<file path="config.mk">
export PLATFORM = sky130hd
export DESIGN_NAME = sha256_hash_engine_unit
export DESIGN_NICKNAME = d
export VERILOG_FILES = /design/src/sha256_pkg.sv /design/src/sha256_hash_engine_unit.sv
export VERILOG_INCLUDE_DIRS = /design/src /design/src/src
export SDC_FILE = /design/constraint.sdc
export NUM_CORES = 2
export LEC_CHECK = 0
export BUFFER_PORTS_ARGS = -buffer_cell sky130_fd_sc_hd__buf_4
export CAP_MARGIN = 20
export CORE_ASPECT_RATIO = 1.2
export CORE_UTILIZATION = 45
export CTS_CLUSTER_SIZE = 28
export DETAILED_ROUTE_END_ITERATION = 10
export GPL_ROUTABILITY_DRIVEN = 1
export GPL_TIMING_DRIVEN = 0
export PLACE_DENSITY = 0.57
export SLEW_MARGIN = 40
export SYNTH_ARGS = -nofsm -noshare
export SYNTH_HDL_FRONTEND = slang
export SYNTH_SLANG_ARGS = --single-unit
</file>
<file path="constraint.sdc">
create_clock -name clk_i -period 18.77 [get_ports clk_i]
set_input_delay 1.877 -clock clk_i [delete_from_list [all_inputs] [get_ports clk_i]]
set_output_delay 1.877 -clock clk_i [all_outputs]
set_load 0.005 [all_outputs]
</file>
<file path="src/assert_macros.svh">
// Concurrent assertion macros used by the RTL module.
`ifndef ASSERT_MACROS_SVH
`define ASSERT_MACROS_SVH

`ifndef SYNTHESIS
// Checks that the property holds at every rising clock edge out of reset.
`define ASSERT_ALWAYS(lbl, clk, rst_n, prop) \
  lbl: assert property (@(posedge clk) disable iff (!rst_n) (prop)) \
    else $error("assertion failed: property does not hold");
// Checks that the condition never becomes true out of reset.
`define ASSERT_NEVER(lbl, clk, rst_n, cond) \
  lbl: assert property (@(posedge clk) disable iff (!rst_n) !(cond)) \
    else $error("assertion failed: forbidden condition seen");
`else
`define ASSERT_ALWAYS(lbl, clk, rst_n, prop)
`define ASSERT_NEVER(lbl, clk, rst_n, cond)
`endif

`endif

</file>
<file path="src/sha256_pkg.sv">
// Constants, types and round functions of the SHA-256 engine.
package sha256_pkg;

  localparam int unsigned WordW    = 32;
  localparam int unsigned NumWords = 8;
  localparam int unsigned WinWords = 16;
  localparam int unsigned NumRounds = 64;
  localparam logic [7:0]  PadMarker = 8'h80;

  typedef logic [WordW-1:0] word_t;

  typedef enum logic [4:0] {
    ST_ABSORB = 5'b00001,
    ST_PAD    = 5'b00010,
    ST_ROUND  = 5'b00100,
    ST_UPDATE = 5'b01000,
    ST_OUT    = 5'b10000
  } state_e;

  localparam word_t InitHash [NumWords] = '{
    32'h6a09e667, 32'hbb67ae85, 32'h3c6ef372, 32'ha54ff53a,
    32'h510e527f, 32'h9b05688c, 32'h1f83d9ab, 32'h5be0cd19
  };

  localparam word_t RoundK [NumRounds] = '{
    32'h428a2f98, 32'h71374491, 32'hb5c0fbcf, 32'he9b5dba5,
    32'h3956c25b, 32'h59f111f1, 32'h923f82a4, 32'hab1c5ed5,
    32'hd807aa98, 32'h12835b01, 32'h243185be, 32'h550c7dc3,
    32'h72be5d74, 32'h80deb1fe, 32'h9bdc06a7, 32'hc19bf174,
    32'he49b69c1, 32'hefbe4786, 32'h0fc19dc6, 32'h240ca1cc,
    32'h2de92c6f, 32'h4a7484aa, 32'h5cb0a9dc, 32'h76f988da,
    32'h983e5152, 32'ha831c66d, 32'hb00327c8, 32'hbf597fc7,
    32'hc6e00bf3, 32'hd5a79147, 32'h06ca6351, 32'h14292967,
    32'h27b70a85, 32'h2e1b2138, 32'h4d2c6dfc, 32'h53380d13,
    32'h650a7354, 32'h766a0abb, 32'h81c2c92e, 32'h92722c85,
    32'ha2bfe8a1, 32'ha81a664b, 32'hc24b8b70, 32'hc76c51a3,
    32'hd192e819, 32'hd6990624, 32'hf40e3585, 32'h106aa070,
    32'h19a4c116, 32'h1e376c08, 32'h2748774c, 32'h34b0bcb5,
    32'h391c0cb3, 32'h4ed8aa4a, 32'h5b9cca4f, 32'h682e6ff3,
    32'h748f82ee, 32'h78a5636f, 32'h84c87814, 32'h8cc70208,
    32'h90befffa, 32'ha4506ceb, 32'hbef9a3f7, 32'hc67178f2
  };

  function automatic word_t rotr(input word_t v, input int unsigned n);
    rotr = (v >> n) | (v << (WordW - n));
  endfunction

  function automatic word_t big_sigma0(input word_t v);
    big_sigma0 = rotr(v, 2) ^ rotr(v, 13) ^ rotr(v, 22);
  endfunction

  function automatic word_t big_sigma1(input word_t v);
    big_sigma1 = rotr(v, 6) ^ rotr(v, 11) ^ rotr(v, 25);
  endfunction

  function automatic word_t small_sigma0(input word_t v);
    small_sigma0 = rotr(v, 7) ^ rotr(v, 18) ^ (v >> 3);
  endfunction

  function automatic word_t small_sigma1(input word_t v);
    small_sigma1 = rotr(v, 17) ^ rotr(v, 19) ^ (v >> 10);
  endfunction

endpackage

</file>
<file path="src/sha256_hash_engine_unit.sv">
// SHA-256 engine: byte intake, padding, iterative compression and digest output.
//
//  channel   | dir | tdata                          | tuser        | tlast
//  ----------+-----+--------------------------------+--------------+---------------
//  s_axis    | in  | [7:0] msg_byte                 | byte_present | end_of_message
//  m_axis    | out | [31:0] digest_word,            | -            | last_word
//            |     | [34:32] word_number, [39:35] 0 |              |
//
// While the engine collects bytes it takes a new item whenever one is offered. When the 64th byte
// of a block arrives, the shared round unit runs all 64 rounds, one round per cycle,
// followed by a chaining update that folds the working variables into the chaining value.
// A final item makes the engine write padding bytes up to the block end and compress
// each padded block (one or two blocks), then it sends the eight digest words.
// s_axis_tready_o is low from a block's last byte or a final item until the engine
// collects again; the output waits as long as m_axis_tready_i stays low.
// Reset is asynchronous.
`include "assert_macros.svh"

module sha256_hash_engine_unit
  import sha256_pkg::*;
(
  input  logic        clk_i,
  input  logic        rst_ni,
  input  logic        s_axis_tvalid_i,
  output logic        s_axis_tready_o,
  input  logic [7:0]  s_axis_tdata_i,   // [7:0] msg_byte
  input  logic        s_axis_tuser_i,   // [0] byte_present
  input  logic        s_axis_tlast_i,   // end_of_message
  output logic        m_axis_tvalid_o,
  input  logic        m_axis_tready_i,
  output logic [39:0] m_axis_tdata_o,   // [31:0] digest_word, [34:32] word_number, rest zero
  output logic        m_axis_tlast_o    // last_word
);

  state_e      state_q, state_d;
  state_e      ret_q, ret_d;           // where to go after the chaining update
  word_t       hash_q [NumWords];
  word_t       hash_d [NumWords];
  word_t       wv_q   [NumWords];      // working variables a..h
  word_t       wv_d   [NumWords];
  word_t       win_q  [WinWords];      // message schedule window, entry 0 is oldest
  word_t       win_d  [WinWords];
  logic [63:0] byte_cnt_q, byte_cnt_d;
  logic [5:0]  pos_q, pos_d;           // bytes in the current block
  logic [5:0]  round_q, round_d;
  logic [2:0]  out_idx_q, out_idx_d;
  logic        pad_first_q, pad_first_d;
  logic        wrap_q, wrap_d;         // marker byte landed too late for the length

  logic        in_accept, out_accept;
  logic        shift_byte;
  logic [7:0]  shift_val;
  logic [7:0]  pad_byte;
  logic [63:0] len_bits;
  logic [2:0]  len_sel;
  logic        marker_late;
  word_t       t1, t2, sched_new;

  assign in_accept  = s_axis_tvalid_i && s_axis_tready_o;
  assign out_accept = m_axis_tvalid_o && m_axis_tready_i;

  assign s_axis_tready_o = (state_q == ST_ABSORB);
  assign m_axis_tvalid_o = (state_q == ST_OUT);
  assign m_axis_tdata_o  = {5'b0, out_idx_q, hash_q[out_idx_q]};
  assign m_axis_tlast_o  = (out_idx_q == 3'd7);

  // Padding byte: the marker first, then zeros, with the big-endian bit length in
  // the last eight positions of the final block.
  assign len_bits    = {byte_cnt_q[60:0], 3'b000};
  assign len_sel     = 3'd7 - pos_q[2:0];
  assign marker_late = pad_first_q && (pos_q[5:3] == 3'b111);

  always_comb begin
    if (pad_first_q) begin
      pad_byte = PadMarker;
    end else if (pos_q[5:3] == 3'b111 && !wrap_q) begin
      pad_byte = len_bits[{len_sel, 3'b000} +: 8];
    end else begin
      pad_byte = 8'h00;
    end
  end

  // One SHA-256 round and one schedule word per cycle.
  always_comb begin
    t1 = wv_q[7] + big_sigma1(wv_q[4]) + ((wv_q[4] & wv_q[5]) ^ (~wv_q[4] & wv_q[6]))
       + RoundK[round_q] + win_q[0];
    t2 = big_sigma0(wv_q[0])
       + ((wv_q[0] & wv_q[1]) ^ (wv_q[0] & wv_q[2]) ^ (wv_q[1] & wv_q[2]));
    sched_new = small_sigma1(win_q[14]) + win_q[9] + small_sigma0(win_q[1]) + win_q[0];
  end

  always_comb begin
    state_d     = state_q;
    ret_d       = ret_q;
    hash_d      = hash_q;
    wv_d        = wv_q;
    win_d       = win_q;
    byte_cnt_d  = byte_cnt_q;
    pos_d       = pos_q;
    round_d     = round_q;
    out_idx_d   = out_idx_q;
    pad_first_d = pad_first_q;
    wrap_d      = wrap_q;
    shift_byte  = 1'b0;
    shift_val   = pad_byte;

    unique case (state_q)
      ST_ABSORB: begin
        if (in_accept) begin
          if (s_axis_tlast_i) begin
            pad_first_d = 1'b1;
            wrap_d      = 1'b0;
          end
          if (s_axis_tuser_i) begin
            shift_byte = 1'b1;
            shift_val  = s_axis_tdata_i;
            byte_cnt_d = byte_cnt_q + 64'd1;
            pos_d      = pos_q + 6'd1;
          end
          if (s_axis_tuser_i && pos_q == 6'd63) begin
            state_d = ST_ROUND;
            ret_d   = s_axis_tlast_i ? ST_PAD : ST_ABSORB;
          end else if (s_axis_tlast_i) begin
            state_d = ST_PAD;
          end
        end
      end
      ST_PAD: begin
        shift_byte  = 1'b1;
        pos_d       = pos_q + 6'd1;
        pad_first_d = 1'b0;
        if (marker_late) begin
          wrap_d = 1'b1;
        end
        if (pos_q == 6'd63) begin
          state_d = ST_ROUND;
          ret_d   = (wrap_q || marker_late) ? ST_PAD : ST_OUT;
          wrap_d  = 1'b0;
        end
      end
      ST_ROUND: begin
        wv_d[7] = wv_q[6];
        wv_d[6] = wv_q[5];
        wv_d[5] = wv_q[4];
        wv_d[4] = wv_q[3] + t1;
        wv_d[3] = wv_q[2];
        wv_d[2] = wv_q[1];
        wv_d[1] = wv_q[0];
        wv_d[0] = t1 + t2;
        for (int i = 0; i < WinWords - 1; i++) begin
          win_d[i] = win_q[i+1];
        end
        win_d[WinWords-1] = sched_new;
        round_d = round_q + 6'd1;
        if (round_q == 6'd63) begin
          state_d = ST_UPDATE;
        end
      end
      ST_UPDATE: begin
        for (int i = 0; i < NumWords; i++) begin
          hash_d[i] = hash_q[i] + wv_q[i];
        end
        out_idx_d = 3'd0;
        state_d   = ret_q;
      end
      ST_OUT: begin
        if (out_accept) begin
          out_idx_d = out_idx_q + 3'd1;
          if (out_idx_q == 3'd7) begin
            hash_d     = InitHash;
            byte_cnt_d = '0;
            pos_d      = '0;
            state_d    = ST_ABSORB;
          end
        end
      end
      default: begin
        state_d = ST_ABSORB;
      end
    endcase

    // Bytes enter the window at the young end, so the oldest word is big-endian.
    if (shift_byte) begin
      for (int i = 0; i < WinWords - 1; i++) begin
        win_d[i] = {win_q[i][23:0], win_q[i+1][31:24]};
      end
      win_d[WinWords-1] = {win_q[WinWords-1][23:0], shift_val};
    end

    // The working variables start from the chaining value of each block.
    if (state_d == ST_ROUND && state_q != ST_ROUND) begin
      wv_d    = hash_q;
      round_d = '0;
    end
  end

  always_ff @(posedge clk_i or negedge rst_ni) begin
    if (!rst_ni) begin
      state_q     <= ST_ABSORB;
      ret_q       <= ST_ABSORB;
      hash_q      <= InitHash;
      byte_cnt_q  <= '0;
      pos_q       <= '0;
      round_q     <= '0;
      out_idx_q   <= '0;
      pad_first_q <= 1'b0;
      wrap_q      <= 1'b0;
    end else begin
      state_q     <= state_d;
      ret_q       <= ret_d;
      hash_q      <= hash_d;
      byte_cnt_q  <= byte_cnt_d;
      pos_q       <= pos_d;
      round_q     <= round_d;
      out_idx_q   <= out_idx_d;
      pad_first_q <= pad_first_d;
      wrap_q      <= wrap_d;
    end
  end

  always_ff @(posedge clk_i) begin
    wv_q  <= wv_d;
    win_q <= win_d;
  end

  // Intake and digest output never overlap.
  `ASSERT_NEVER(a_no_overlap, clk_i, rst_ni, s_axis_tready_o && m_axis_tvalid_o)
  // Compression always starts on a block boundary.
  `ASSERT_ALWAYS(a_round_on_boundary, clk_i, rst_ni,
                 (state_q != ST_ROUND && state_d == ST_ROUND) |-> pos_d == 6'd0)
  // The round loop runs all 64 rounds before the chaining update.
  `ASSERT_ALWAYS(a_round_run, clk_i, rst_ni,
                 (state_q == ST_ROUND && round_q != 6'd63) |=> state_q == ST_ROUND)
  // After the last digest word the engine is clear for the next message.
  `ASSERT_ALWAYS(a_clear_after_digest, clk_i, rst_ni,
                 (out_accept && m_axis_tlast_o) |=>
                 (state_q == ST_ABSORB && byte_cnt_q == 64'd0 && pos_q == 6'd0))

endmodule

</file>
==> impl_metrics.ini <==
[place]
gp_congestion = 1.04
hpwl_mm = 251
pre_cts_ws_ns = 7.74
port_buffers = 51

[timing]
slew_viol_final = 0
fin_crit_ns = 11.37
worst_slack_ns = 7.40
relSlewSlack_pct = 38.3
tns_ns = 0
tightest_slew_ns = 0.925
finalCritPeriodShare_pct = 60.6
final_hold_viol_count = 0
setup_violations = 0
fmax_ghz = 0.0880
finClkSkew_ns = 0.0413
rsz0062_at_grt = no

[setup_path]
rrSetupSlack_ns = 7.40
cp-end-kind = register
crit_type = register to register
cp_slowest_stage_delay_ns = 0.78
cp_data_arrival_time_ns = 11.89
crit_path_start_kind = register
crit_required_ns = 19.29
critPathSlowestCell = o31ai_1
critPathMaxFanout = 10

[yosys]
synth_top_area_share_pct = 30.2
synth-seq-cells = 1110
yosysWarnings = 0
yosysTopAreaCell = edfxtp_1
synth_edf_count = 768
netlist_area_um2 = 76400
yosys.cell_types.count = 107
netlist_instances = 8371
yosysSeqAreaShare_pct = 41.6
ys.flop_type = edfxtp_1
syn_avg_cell_area_um2 = 9.13
synthTopCellsByArea = edfxtp_1 (30%), nand2_1 (11%), dfrtp_1 (6.7%)
async_flop_share_pct = 30.8

[floorplan]
start_util_pct = 45.3
io_pins = 57
die_y_um = 453
rows = 165
die_width_um = 378
core_area_um2 = 169000
die_area_um2 = 172000

[detailed_routing]
wl_mm = 321
vias_per_cell = 5.89
vias = 64600
antenna_left = 0
drt_iter0_drc = 6311
firstDrtPassIters = 6
wl_per_cell_um = 29.2
route.detailed.drc = 0

[cells_and_area]
synthToLayoutAreaGrowth_pct = 11.5
drive_above_1_share_pct = 9.01
nNetsFinal = 9217

[global_route]
antenna_found_initial = 18
first_global_vias = 64300
grtUsageTotal_pct = 37.2
grt-ovfl-total = 0
grt_start_max_net_pins = 66
grt_pass1_wl_mm = 454

[hold_path]
hp-class = register to register

[clock_network]
htreeDepth = 4
cts_inserted_buffers = 131
cts_tree = done
post_cts_resized = 0
ctsHoldBuffers = 0
cts.path.max_buffers = 3
cts_setup_buffers = 0
clk_latency_ns = 0.83
cts_root_buffer = clkbuf_16
cts.sinks = 1110
clk_pin_slew_ns = 0.07

[pwr]
p_per_area_nw_per_um2 = 198
ir_worst_vdd_uv = 254
p_leak_uw = 0.0367

[job]
cap_violations = 0

[run_status]
status = finished, final reports clean
-- Yosys cell counts (11+ instances only) --
master and n:
nand2_1 2188, edfxtp_1 768, o21ai_0 547, inv_1 514, a21oi_1 481, clkbuf_1 413, ha_1 399, nor2_1 394
xnor2_1 310, xor2_1 310, dfrtp_1 204, a21o_1 198, fa_1 197, nand3_1 173, dfstp_2 138, nor3_1 129
mux4_2 84, mux2_2 63, nand2b_1 61, o21a_1 54, o21bai_1 50, nor2b_1 44, a31oi_1 41, buf_1 41
o31ai_1 41, and3_1 37, nand4_1 37, a211oi_1 36, o211ai_1 29, or3_1 29, and2_1 21, mux2i_1 21
a21boi_0 16, o311ai_0 16, nor4_1 15, o22ai_1 15, o21ai_1 12, o32ai_1 12, or2_2 12, a2111oi_0 11
-- flip-flops by register name, summed over array words and instances, names as in the netlist --
register	flops
state_q	5
byte_cnt_q	61
hash_q	256
pos_q	6
win_q	512
pad_first_q	1
out_idx_q	3
wv_q	256
ret_q	3
wrap_q	1
round_q	6
-- routing by layer --
layer | GRT usage, % | vias to the layer above | wire length [um] | share of wire [%]
li1 | - | 29200 | - | -
met2 | 62.3 | 2748 | 155000 | 48
met4 | 26.8 | 8 | 26800 | 8.4
met3 | 6.03 | 829 | 20100 | 6.3
met1 | 43.1 | 31900 | 119000 | 37
met5 | 0 | - | 45 | 0.014
-- power breakdown --
part | switching (uW) | internal, uW | total, uW
Clock | 1150 | 1460 | 2610
Sequential | 260 | 3690 | 3950
Combinational | 6560 | 3740 | 10300
Total | 7970 | 8880 | 16900
-- worst paths after layout --
check | from | endpoint | depth (start not counted)
setup / recovery | round_q[1]$_DFFE_PN0P_ | wv_q[255]$_DFFE_PP_ | 38
hold / removal | ret_q[0]$_DFFE_PN1P_ | ret_q[0]$_DFFE_PN1P_ | 2
setup reg to reg | round_q[1]$_DFFE_PN0P_ | wv_q[255]$_DFFE_PP_ | 38
hold reg to reg | ret_q[0]$_DFFE_PN1P_ | ret_q[0]$_DFFE_PN1P_ | 2
max in group asynchronous | rst_ni | hash_q[75]$_DFFE_PN1P_ | 4
min in group asynchronous | rst_ni | byte_cnt_q[36]$_DFFE_PN0P_ | 1
-- through the flow --
stage               cells  total power, uW  hold WS (ns)  utilization [%]  cell area [um^2]
finish              11000            16900         0.476             50.5             85200
global route        11000            17900         0.517             50.5             85200
CTS                 11000            16800         0.480             50.5             85200
detailed placement  10700            14100         0.471             48.0             80900
global placement    10700            14300         0.467             47.2             79700
floorplan            8375            11000         0.446                -             76500
-- worst max-delay path, delay by kind of cell, from the launching register on --
kind / cells / cell delay (ns)
AO/OA/AOI/OAI: 18 / 4.57
XOR/XNOR: 3 / 0.80
adder cells (fa/ha/maj): 6 / 2.52
buffers and inverters: 7 / 1.83
flip-flops: 1 / 0.60
AND/OR/NAND/NOR: 4 / 0.74
-- area by class of cell --
cell class              count  area, um^2
diodes                      6        15.0
plain buffers             466        1950
clock buffers             175        3620
clock inverters            65         651
fillers                 16100       83400
inverters                 515        1940
multi-input cells        6284       41000
flip-flops and latches   1110       31800
well taps                2254        2820
repair buffers             99        1400
-- placed cells by master (no fill, tap or decap), types with 90 or more instances in the layout --
cell,n
nand2_1,2187
edfxtp_1,768
o21ai_0,537
inv_1,513
a21oi_1,479
ha_1,399
nor2_1,390
clkbuf_1,354
xor2_1,310
xnor2_1,309
dfrtp_1,204
a21o_1,198
fa_1,197
nand3_1,173
dfstp_2,138
clkbuf_16,134
nor3_1,128
clkbuf_2,90
-- kinds of logic (layout without fill, tap and decap cells) --
logic type	after synthesis	in the layout	synth area share, %
mux	168	168	3.68
compound gates	1700	1700	13.6
buf+inv	981	1320	4.90
fa+ha+maj	599	599	11.7
simple gates	3192	3192	17.4
xor+xnor	620	620	7.10
flops	1110	1110	41.6
other cells	1	11	0.00491
Power figures use the tool's default switching activity.
